## src/design/b2s_pkg.sv

```systemverilog
// b2s_pkg: shared types, constants and the message schedule table
// for the BLAKE2s-256 hash core. Depends on nothing.
package b2s_pkg;

    localparam int unsigned BLOCK_WORDS = 16;
    localparam logic [6:0]  BLOCK_BYTES = 7'd64;

    localparam logic [31:0] IV [8] = '{
        32'h6A09E667, 32'hBB67AE85, 32'h3C6EF372, 32'hA54FF53A,
        32'h510E527F, 32'h9B05688C, 32'h1F83D9AB, 32'h5BE0CD19
    };

    // parameter block: digest length 32, fanout 1, depth 1, no key
    localparam logic [31:0] PARAM_WORD = 32'h01010000 ^ 32'd32;
    localparam logic [31:0] H0_INIT    = IV[0] ^ PARAM_WORD;

    localparam logic [3:0] SIGMA [10][16] = '{
        '{4'd0,  4'd1,  4'd2,  4'd3,  4'd4,  4'd5,  4'd6,  4'd7,
          4'd8,  4'd9,  4'd10, 4'd11, 4'd12, 4'd13, 4'd14, 4'd15},
        '{4'd14, 4'd10, 4'd4,  4'd8,  4'd9,  4'd15, 4'd13, 4'd6,
          4'd1,  4'd12, 4'd0,  4'd2,  4'd11, 4'd7,  4'd5,  4'd3},
        '{4'd11, 4'd8,  4'd12, 4'd0,  4'd5,  4'd2,  4'd15, 4'd13,
          4'd10, 4'd14, 4'd3,  4'd6,  4'd7,  4'd1,  4'd9,  4'd4},
        '{4'd7,  4'd9,  4'd3,  4'd1,  4'd13, 4'd12, 4'd11, 4'd14,
          4'd2,  4'd6,  4'd5,  4'd10, 4'd4,  4'd0,  4'd15, 4'd8},
        '{4'd9,  4'd0,  4'd5,  4'd7,  4'd2,  4'd4,  4'd10, 4'd15,
          4'd14, 4'd1,  4'd11, 4'd12, 4'd6,  4'd8,  4'd3,  4'd13},
        '{4'd2,  4'd12, 4'd6,  4'd10, 4'd0,  4'd11, 4'd8,  4'd3,
          4'd4,  4'd13, 4'd7,  4'd5,  4'd15, 4'd14, 4'd1,  4'd9},
        '{4'd12, 4'd5,  4'd1,  4'd15, 4'd14, 4'd13, 4'd4,  4'd10,
          4'd0,  4'd7,  4'd6,  4'd3,  4'd9,  4'd2,  4'd8,  4'd11},
        '{4'd13, 4'd11, 4'd7,  4'd14, 4'd12, 4'd1,  4'd3,  4'd9,
          4'd5,  4'd0,  4'd15, 4'd4,  4'd8,  4'd6,  4'd2,  4'd10},
        '{4'd6,  4'd15, 4'd14, 4'd9,  4'd11, 4'd3,  4'd0,  4'd8,
          4'd12, 4'd2,  4'd13, 4'd7,  4'd1,  4'd4,  4'd10, 4'd5},
        '{4'd10, 4'd2,  4'd8,  4'd4,  4'd7,  4'd6,  4'd1,  4'd5,
          4'd15, 4'd11, 4'd9,  4'd14, 4'd3,  4'd12, 4'd13, 4'd0}
    };

    function automatic logic [3:0] sigma_word(input logic [3:0] rnd, input logic [3:0] pos);
        logic [3:0] w;
        w = 4'd0;
        if (rnd < 4'd10) begin
            w = SIGMA[rnd][pos];
        end
        return w;
    endfunction

    typedef enum logic [5:0] {
        S_IDLE   = 6'b000001,
        S_APPEND = 6'b000010,
        S_LOAD   = 6'b000100,
        S_ROUND  = 6'b001000,
        S_FINISH = 6'b010000,
        S_EMIT   = 6'b100000
    } t_state;

    typedef struct packed {
        logic       wr_en;
        logic [5:0] wr_addr;
        logic [7:0] wr_byte;
        logic       rd_en;
        logic [3:0] rd_word;
    } t_buf_ctl;

endpackage

```

## src/design/b2s_ifs.sv

```systemverilog
// b2s_in_if and b2s_out_if: valid/ready channels for message bytes in
// and digest words out. Depends on nothing.
interface b2s_in_if;
    logic       valid;
    logic       ready;
    logic [7:0] data_byte;
    logic       has_byte;
    logic       last_byte;

    modport source (output valid, output data_byte, output has_byte, output last_byte,
                    input ready);
    modport sink   (input valid, input data_byte, input has_byte, input last_byte,
                    output ready);
endinterface

interface b2s_out_if;
    logic        valid;
    logic        ready;
    logic [31:0] digest_word;
    logic [2:0]  word_index;
    logic        last_word;

    modport source (output valid, output digest_word, output word_index, output last_word,
                    input ready);
    modport sink   (input valid, input digest_word, input word_index, input last_word,
                    output ready);
endinterface

```

## src/design/b2s_msg_buf.sv

```systemverilog
// b2s_msg_buf: 16 x 32-bit block buffer, byte-lane writes, registered word
// reads with zero padding beyond the fill count. Depends on b2s_pkg.
module b2s_msg_buf (
    input  logic              i_clk,
    input  b2s_pkg::t_buf_ctl i_ctl,
    input  logic [6:0]        i_fill,
    output logic [31:0]       o_word
);

    logic [31:0] r_mem [b2s_pkg::BLOCK_WORDS];
    logic [31:0] r_rd;
    logic [3:0]  r_rd_idx;

    always_ff @(posedge i_clk) begin
        if (i_ctl.wr_en) begin
            r_mem[i_ctl.wr_addr[5:2]][8*i_ctl.wr_addr[1:0] +: 8] <= i_ctl.wr_byte;
        end
    end

    always_ff @(posedge i_clk) begin
        if (i_ctl.rd_en) begin
            r_rd     <= r_mem[i_ctl.rd_word];
            r_rd_idx <= i_ctl.rd_word;
        end
    end

    // zero every byte at or beyond the fill count
    always_comb begin
        for (int j = 0; j < 4; j++) begin
            o_word[8*j +: 8] = ({1'b0, r_rd_idx, 2'(j)} < i_fill) ? r_rd[8*j +: 8] : 8'd0;
        end
    end

endmodule

```

## src/design/b2s_g_half.sv

```systemverilog
// b2s_g_half: one half of the BLAKE2s G mixing function on a single
// column (a, b, c, d) and one message word. Depends on nothing.
module b2s_g_half (
    input  logic [31:0] i_a,
    input  logic [31:0] i_b,
    input  logic [31:0] i_c,
    input  logic [31:0] i_d,
    input  logic [31:0] i_m,
    input  logic        i_second,
    output logic [31:0] o_a,
    output logic [31:0] o_b,
    output logic [31:0] o_c,
    output logic [31:0] o_d
);

    logic [31:0] dx;
    logic [31:0] bx;

    always_comb begin
        o_a = i_a + i_b + i_m;
        dx  = i_d ^ o_a;
        o_d = i_second ? {dx[7:0], dx[31:8]} : {dx[15:0], dx[31:16]};
        o_c = i_c + o_d;
        bx  = i_b ^ o_c;
        o_b = i_second ? {bx[6:0], bx[31:7]} : {bx[11:0], bx[31:12]};
    end

endmodule

```

## src/design/blake2s_256_hash.sv

```systemverilog
// Unkeyed BLAKE2s-256 core. Bytes enter one transaction at a time on i_byte; a transaction
// with last_byte set finishes the message and the eight digest words leave on o_digest,
// word 0 first, each word little-endian. A byte is accepted, then written into the buffer.
// Compressing a block takes a load step, then one shared half-G unit works through 10
// rounds x 8 G calls x 2 halves on a rotating work vector, then a feed-forward step.
// A full block is compressed when the next byte arrives; no byte is accepted meanwhile.
// No input is taken from the last transaction until the last digest word is taken.
// Depends on b2s_pkg, b2s_ifs, b2s_msg_buf and b2s_g_half.
module blake2s_256_hash (
    input  logic       i_clk,
    input  logic       i_rst_n,
    b2s_in_if.sink     i_byte,
    b2s_out_if.source  o_digest
);

    b2s_pkg::t_state   r_state;
    b2s_pkg::t_state   n_state;
    b2s_pkg::t_buf_ctl buf_ctl;

    logic [31:0] r_h [8];
    logic [63:0] r_count;
    logic [6:0]  r_fill;
    logic [31:0] r_v [16];
    logic [31:0] n_v [16];
    logic [31:0] vt  [16];
    logic [1:0]  amt [4];
    logic [3:0]  r_round;
    logic [2:0]  r_g;
    logic        r_half;
    logic        r_final;
    logic [7:0]  r_byte;
    logic        r_has;
    logic        r_last;
    logic [2:0]  r_widx;

    logic        in_acc;
    logic        out_acc;
    logic        full;
    logic        last_step;
    logic [6:0]  fill_app;
    logic        nx_half;
    logic [2:0]  nx_g;
    logic [3:0]  nx_round;
    logic [31:0] msg_word;
    logic [31:0] ga;
    logic [31:0] gb;
    logic [31:0] gc;
    logic [31:0] gd;

    assign in_acc    = i_byte.valid && i_byte.ready;
    assign out_acc   = o_digest.valid && o_digest.ready;
    assign full      = (r_fill == b2s_pkg::BLOCK_BYTES);
    assign fill_app  = r_fill + {6'd0, r_has};
    assign last_step = (r_round == 4'd9) && (r_g == 3'd7) && r_half;
    assign nx_half   = ~r_half;
    assign nx_g      = r_g + {2'd0, r_half};
    assign nx_round  = r_round + {3'd0, (r_half && (r_g == 3'd7))};

    assign i_byte.ready         = (r_state == b2s_pkg::S_IDLE);
    assign o_digest.valid       = (r_state == b2s_pkg::S_EMIT);
    assign o_digest.digest_word = r_h[r_widx];
    assign o_digest.word_index  = r_widx;
    assign o_digest.last_word   = (r_widx == 3'd7);

    always_comb begin
        buf_ctl.wr_en   = (r_state == b2s_pkg::S_APPEND) && r_has;
        buf_ctl.wr_addr = r_fill[5:0];
        buf_ctl.wr_byte = r_byte;
        buf_ctl.rd_en   = (r_state == b2s_pkg::S_LOAD) || (r_state == b2s_pkg::S_ROUND);
        buf_ctl.rd_word = (r_state == b2s_pkg::S_LOAD) ? b2s_pkg::sigma_word(4'd0, 4'd0)
                        : b2s_pkg::sigma_word(nx_round, {nx_g, nx_half});
    end

    b2s_msg_buf u_buf (
        .i_clk  (i_clk),
        .i_ctl  (buf_ctl),
        .i_fill (r_fill),
        .o_word (msg_word)
    );

    b2s_g_half u_g (
        .i_a      (r_v[0]),
        .i_b      (r_v[4]),
        .i_c      (r_v[8]),
        .i_d      (r_v[12]),
        .i_m      (msg_word),
        .i_second (r_half),
        .o_a      (ga),
        .o_b      (gb),
        .o_c      (gc),
        .o_d      (gd)
    );

    // rotate rows left after each G; diagonalise after column 3, undo after diagonal 3
    always_comb begin
        for (int k = 0; k < 4; k++) begin
            amt[k] = 2'd1 + ((r_g == 3'd3) ? 2'(k) : (r_g == 3'd7) ? 2'(4 - k) : 2'd0);
        end
        vt     = r_v;
        vt[0]  = ga;
        vt[4]  = gb;
        vt[8]  = gc;
        vt[12] = gd;
        n_v    = r_v;
        case (r_state)
            b2s_pkg::S_LOAD: begin
                for (int i = 0; i < 8; i++) begin
                    n_v[i]     = r_h[i];
                    n_v[i + 8] = b2s_pkg::IV[i];
                end
                n_v[12] = b2s_pkg::IV[4] ^ r_count[31:0];
                n_v[13] = b2s_pkg::IV[5] ^ r_count[63:32];
                n_v[14] = b2s_pkg::IV[6] ^ {32{r_final}};
            end
            b2s_pkg::S_ROUND: begin
                if (!r_half) begin
                    n_v = vt;
                end else begin
                    for (int row = 0; row < 4; row++) begin
                        for (int col = 0; col < 4; col++) begin
                            n_v[4*row + col] = vt[{2'(row), 2'(2'(col) + amt[row])}];
                        end
                    end
                end
            end
            default: begin
                n_v = r_v;
            end
        endcase
    end

    always_comb begin
        case (r_state)
            b2s_pkg::S_IDLE: begin
                if (in_acc) begin
                    n_state = (i_byte.has_byte && full) ? b2s_pkg::S_LOAD : b2s_pkg::S_APPEND;
                end else begin
                    n_state = b2s_pkg::S_IDLE;
                end
            end
            b2s_pkg::S_APPEND: n_state = r_last ? b2s_pkg::S_LOAD : b2s_pkg::S_IDLE;
            b2s_pkg::S_LOAD:   n_state = b2s_pkg::S_ROUND;
            b2s_pkg::S_ROUND:  n_state = last_step ? b2s_pkg::S_FINISH : b2s_pkg::S_ROUND;
            b2s_pkg::S_FINISH: n_state = r_final ? b2s_pkg::S_EMIT : b2s_pkg::S_APPEND;
            b2s_pkg::S_EMIT: begin
                n_state = (out_acc && (r_widx == 3'd7)) ? b2s_pkg::S_IDLE : b2s_pkg::S_EMIT;
            end
            default:           n_state = b2s_pkg::S_IDLE;
        endcase
    end

    always_ff @(posedge i_clk) begin
        r_v <= n_v;
    end

    always_ff @(posedge i_clk) begin
        if (!i_rst_n) begin
            r_state <= b2s_pkg::S_IDLE;
            r_h[0]  <= b2s_pkg::H0_INIT;
            for (int i = 1; i < 8; i++) begin
                r_h[i] <= b2s_pkg::IV[i];
            end
            r_count <= 64'd0;
            r_fill  <= 7'd0;
            r_widx  <= 3'd0;
            r_final <= 1'b0;
            r_round <= 4'd0;
            r_g     <= 3'd0;
            r_half  <= 1'b0;
            r_has   <= 1'b0;
            r_last  <= 1'b0;
        end else begin
            r_state <= n_state;
            case (r_state)
                b2s_pkg::S_IDLE: begin
                    if (in_acc) begin
                        r_byte <= i_byte.data_byte;
                        r_has  <= i_byte.has_byte;
                        r_last <= i_byte.last_byte;
                        if (i_byte.has_byte && full) begin
                            r_count <= r_count + 64'd64;
                            r_final <= 1'b0;
                        end
                    end
                end
                b2s_pkg::S_APPEND: begin
                    r_fill <= fill_app;
                    if (r_last) begin
                        r_count <= r_count + {57'd0, fill_app};
                        r_final <= 1'b1;
                    end
                end
                b2s_pkg::S_LOAD: begin
                    r_round <= 4'd0;
                    r_g     <= 3'd0;
                    r_half  <= 1'b0;
                end
                b2s_pkg::S_ROUND: begin
                    r_round <= nx_round;
                    r_g     <= nx_g;
                    r_half  <= nx_half;
                end
                b2s_pkg::S_FINISH: begin
                    for (int i = 0; i < 8; i++) begin
                        r_h[i] <= r_h[i] ^ r_v[i] ^ r_v[i + 8];
                    end
                    if (!r_final) begin
                        r_fill <= 7'd0;
                    end
                end
                b2s_pkg::S_EMIT: begin
                    if (out_acc) begin
                        r_widx <= r_widx + 3'd1;
                        if (r_widx == 3'd7) begin
                            r_h[0] <= b2s_pkg::H0_INIT;
                            for (int i = 1; i < 8; i++) begin
                                r_h[i] <= b2s_pkg::IV[i];
                            end
                            r_count <= 64'd0;
                            r_fill  <= 7'd0;
                        end
                    end
                end
                default: begin
                end
            endcase
        end
    end

    a_no_overlap: assert property (@(posedge i_clk) disable iff (!i_rst_n)
        !(i_byte.ready && o_digest.valid))
        else $error("input ready while digest pending");

    a_fill_range: assert property (@(posedge i_clk) disable iff (!i_rst_n)
        r_fill <= b2s_pkg::BLOCK_BYTES)
        else $error("fill count beyond block size");

    a_restart: assert property (@(posedge i_clk) disable iff (!i_rst_n)
        (out_acc && o_digest.last_word) |=> (r_fill == 7'd0 && r_count == 64'd0))
        else $error("message state not cleared after digest");

    a_index_order: assert property (@(posedge i_clk) disable iff (!i_rst_n)
        (out_acc && !o_digest.last_word) |=> (o_digest.valid
            && o_digest.word_index == $past(o_digest.word_index) + 3'd1))
        else $error("digest words out of order");

endmodule
```

## src/flat_wrapper.sv

```systemverilog
// flat-port wrapper written by rule: the top's interface ports become plain ports
module blake2s_256_hash_flat 
  (i_clk, i_rst_n, i_byte_valid, i_byte_data_byte, i_byte_has_byte, i_byte_last_byte, i_byte_ready, o_digest_valid, o_digest_digest_word, o_digest_word_index, o_digest_last_word, o_digest_ready);
  b2s_in_if i_byte_i ();
  b2s_out_if o_digest_i ();
  input  logic i_clk;
  input  logic i_rst_n;
  input wire logic [$bits(i_byte_i.valid)-1:0] i_byte_valid;
  input wire logic [$bits(i_byte_i.data_byte)-1:0] i_byte_data_byte;
  input wire logic [$bits(i_byte_i.has_byte)-1:0] i_byte_has_byte;
  input wire logic [$bits(i_byte_i.last_byte)-1:0] i_byte_last_byte;
  output wire logic [$bits(i_byte_i.ready)-1:0] i_byte_ready;
  output wire logic [$bits(o_digest_i.valid)-1:0] o_digest_valid;
  output wire logic [$bits(o_digest_i.digest_word)-1:0] o_digest_digest_word;
  output wire logic [$bits(o_digest_i.word_index)-1:0] o_digest_word_index;
  output wire logic [$bits(o_digest_i.last_word)-1:0] o_digest_last_word;
  input wire logic [$bits(o_digest_i.ready)-1:0] o_digest_ready;
  assign i_byte_i.valid = i_byte_valid;
  assign i_byte_i.data_byte = i_byte_data_byte;
  assign i_byte_i.has_byte = i_byte_has_byte;
  assign i_byte_i.last_byte = i_byte_last_byte;
  assign i_byte_ready = i_byte_i.ready;
  assign o_digest_valid = o_digest_i.valid;
  assign o_digest_digest_word = o_digest_i.digest_word;
  assign o_digest_word_index = o_digest_i.word_index;
  assign o_digest_last_word = o_digest_i.last_word;
  assign o_digest_i.ready = o_digest_ready;
  blake2s_256_hash u_core (.i_clk(i_clk), .i_rst_n(i_rst_n), .i_byte(i_byte_i), .o_digest(o_digest_i));
endmodule
```

## config.mk

```make
export PLATFORM = sky130hd
export DESIGN_NAME = blake2s_256_hash_flat
export DESIGN_NICKNAME = d
export VERILOG_FILES = /design/src/design/b2s_pkg.sv /design/src/design/b2s_ifs.sv /design/src/design/b2s_msg_buf.sv /design/src/design/b2s_g_half.sv /design/src/design/blake2s_256_hash.sv /design/src/flat_wrapper.sv
export SDC_FILE = /design/constraint.sdc
export NUM_CORES = 2
export LEC_CHECK = 0
export BUFFER_PORTS_ARGS = -buffer_cell sky130_fd_sc_hd__buf_2
export CORE_MARGIN = 3
export CORE_UTILIZATION = 40
export CTS_CLUSTER_DIAMETER = 30
export DETAILED_ROUTE_END_ITERATION = 10
export GPL_TIMING_DRIVEN = 1
export PLACE_DENSITY_LB_ADDON = 0.1
export SYNTH_ARGS = -nofsm -noshare
export SYNTH_HDL_FRONTEND = slang
export SYNTH_SLANG_ARGS = --single-unit
```

## constraint.sdc

```tcl
create_clock -name i_clk -period 10.1 [get_ports i_clk]
set_input_delay 0 -clock i_clk [delete_from_list [all_inputs] [get_ports i_clk]]
set_output_delay 0 -clock i_clk [all_outputs]
set_load 0.02 [all_outputs]
```

==> metrics <==
outcome=finished, final reports clean; Die ar.=about 200,000 µm²; largest family of logic cells by synthesized area=compound AO/OA/AOI/OAI gates; Design Power=18,800 µW; Synth-to-Final Area Change=20.7%; final worst path period share=94.3%; CTS H-tree depth=5; RD Place Congestion=0.966; P per Cell Area=around 200 nW/µm²; leakage power=0.0343 µW; initial antenna violation count=9; syn avg cell area=10.5 µm²; HP Class=primary input to register; Initial DRC Count=7,232; Setup WS pre-CTS=0.956 ns; Yosys cell types=93; CTS max path bufs=4; #FFs+latches synth=1,418; max-slew violation count=0; critical path class=register to register; Core ar.=193,000 µm²; Die Wd=447 µm; DPL Wire Length=204,000 µm; synth warn=0; PortBufs=51; Clk pwr share=65.0%; TNS Setup=0 ns; first-pass GRT wire length=about 440,000 µm; clock skew=0.0663 ns; Worst Setup Slack, final=between 0.5 and 0.6 ns; std cell rows=161; worst path bufs/invs=4; DRC errors left=0; Internal=14,900 µW; Clock Latency Late Sink=about 0.96 ns; largest net degree at the start of global routing=150; XOR/XNOR Fraction of Synth Area=under 10%; DRT Wirelength=308,000 µm; max-cap violation count=0; peak supply drop=~0.20 mV; P_sw=~3800 µW; hold buffers post-CTS=30; setup bufs post-CTS=0; TritonCTS buffer count=397; Synth Flop Type=edfxtp_1; Final #Nets=7,627; max_slew headroom=18.1%; ys async rst share=0%; number of synthesized flops with an enable pin=1,196; fraction of the yosys area taken by sequential cells=51.9%; root buf cell=clkbuf_16; family with the most delay on the worst path=compound AO/OA/AOI/OAI gates; drt via density=about 6.1; wire length per cell=29.8 µm; Setup-failing EPs final=0; Post-DRT Antenna Nets=0; Net Sw Frac=between 20 and 25%; crit path DAT=10.19 ns; worst-path maximum fanout=11; syn_nets=7,544; Simple-Gate Fraction of Synth Area=between 10 and 15%; adder-cell share of the synthesized area=2.44%; Initial Util=40.3%; Vert. Die Dim=447 µm; delay of the slowest critical-path stage=0.78 ns; CTS tree=built; combinational share of power=1.2%; clock period minus worst slack=9.53 ns; Compound-Gate Fraction of Synth Area=15.0%; final hold vios=0; I/O pins=52; Setup crit end kind=register; DR pass1 iterations=6; clk sinks=1,418; fmax=105 MHz; Worst EP required=10.77 ns; vias in the first global route=60.4k; GRT overflow=0; RSZ-0062 raised after global routing=no; Crit-path slowest cell=xnor2_1; Clock transition at path regs=0.05 ns; synthesized instance count=7,399; fraction of layout cells with a size suffix above 1=12.8%; Synth Cell Area=77,700 µm²; vias=62.9k; mux contribution to synthesized area=6.90%; GRT Overall Usage=30.2%; type of origin of the critical path=register; post-CTS sizing=0; actual slew at the worst max-slew pin=1.22 ns; register share of total power=between 30% and 40%
stage by stage:
stage	utilization [%]	hold WS, ns	cells	cell area [µm²]
after global placement	41.7	0.178	9579	80500
after detailed placement	41.7	0.178	9579	80500
final	48.6	0.0900	10300	93800
after CTS	48.6	0.0324	10300	93800
after floorplan	-	0.0989	7399	77700
after global routing	48.6	0.100	10300	93800
routing by layer:
layer,share of wire (%),track usage [%],up-vias
li1,-,-,27800
met1,42,40.1,31600
met2,45,46.9,2814
met3,7.5,5.96,686
met4,5.7,15.8,2
met5,0.0042,0,-
layout by cell type, fill, tap and decap left out, types with 73 or more instances in the layout:
cell type,netlist,final
a211oi_1,120,120
a21oi_1,436,435
and3_1,138,138
buf_4,5,156
clkbuf_16,0,400
dfxtp_1,222,217
edfxtp_1,1196,1196
ha_1,97,97
inv_1,81,77
mux2i_1,256,256
nand2_1,974,967
nand3_1,355,355
nand4_1,73,73
nor2_1,552,542
o2111ai_1,77,77
o211ai_1,99,99
o21ai_0,535,533
or3_1,87,87
xnor2_1,288,287
xor2_1,276,276
tightest hold or removal path, cell delays in order:
cell,delay [ns]
dlygate4sd3_1,0.52
buf_2,0.20
nand2_1,0.13
nand2_1,0.08
a21oi_1,0.06
area by class of cell:
type | instances | area (µm²)
Antenna cell | 6 | 15.0
Clock buffer | 493 | 10600
Clock inverter | 219 | 2400
Fill cell | 17500 | 99000
Inverter | 84 | 325
Multi-Input combinational cell | 5336 | 35000
Sequential cell | 1418 | 40400
Tap cell | 2526 | 3160
Timing Repair Buffer | 245 | 1890
Yosys cell counts (22+ instances only):
cell       number  area share (%)
o221ai_1       31            0.35
a221oi_1       26            0.29
a21o_1         51            0.49
a22oi_1        24            0.23
and2_1         42            0.34
xnor2_1       288             3.2
and3_1        138             1.1
nand2_1       974             4.7
o22ai_1        37            0.30
a2111o_1       67            0.97
nand4_1        73            0.59
mux2i_1       256             3.3
nor2b_1        24            0.19
dfxtp_1       222             5.7
o2111ai_1      77            0.87
nand2b_1       22            0.18
or3_1          87            0.70
mux2_1         49            0.71
buf_1          78            0.38
xor2_1        276             3.1
fa_1           34            0.88
mux2_2         66            0.96
inv_1          81            0.39
a21oi_1       436             2.8
o21a_1         27            0.26
clkbuf_1      449             2.2
nor2_1        552             2.7
a211oi_1      120             1.2
a22o_1         31            0.35
nand3_1       355             2.3
ha_1           97             1.6
nor3_1         52            0.33
mux4_2         66             1.9
o21ai_0       535             3.4
a31oi_1        54            0.43
o211ai_1       99            0.96
edfxtp_1     1196              46
registers in the layout (all words and copies together) (netlist names), 3 cells and up, named ones only:
name,count
u_core.r_fill,7
u_core.u_buf.r_mem,512
u_core.r_state,6
u_core.u_buf.r_rd_idx,4
u_core.r_round,4
u_core.r_g,3
u_core.r_v,512
u_core.r_h,256
u_core.u_buf.r_rd,32
u_core.r_byte,8
u_core.r_count,64
u_core.o_digest.word_index,3
power groups by stage:
stage                     Clock (µW)  Sequential (µW)  Combinational [µW]
after detailed placement           0             6440                 212
after floorplan                    0             6430                 124
after global placement             0             6440                 210
after CTS                      12300             6340                 222
after global routing           12700             6330                 237
final                          12200             6340                 223
worst paths after layout:
kind	slack, ns	cells past startpoint	to	start
worst max-delay path	0.57	31	u_core.r_v[301]	u_core.r_fill[3]
worst min-delay path	0.09	5	register	o_digest_ready
worst max register to register	0.57	31	u_core.r_v[301]	u_core.r_fill[3]
worst min register to register	0.49	2	register	u_core.o_digest.word_index[2]
cell families (layout without fill, tap and decap cells):
logic type | Yosys count | after routing
simple gates | 2398 | 2398
xor+xnor | 574 | 574
fa+ha+maj | 131 | 131
mux | 438 | 438
buf+inv | 645 | 1041
compound gates | 1795 | 1795
other cells | 0 | 6
flops | 1418 | 1418
(Power assumes the default switching activity.)
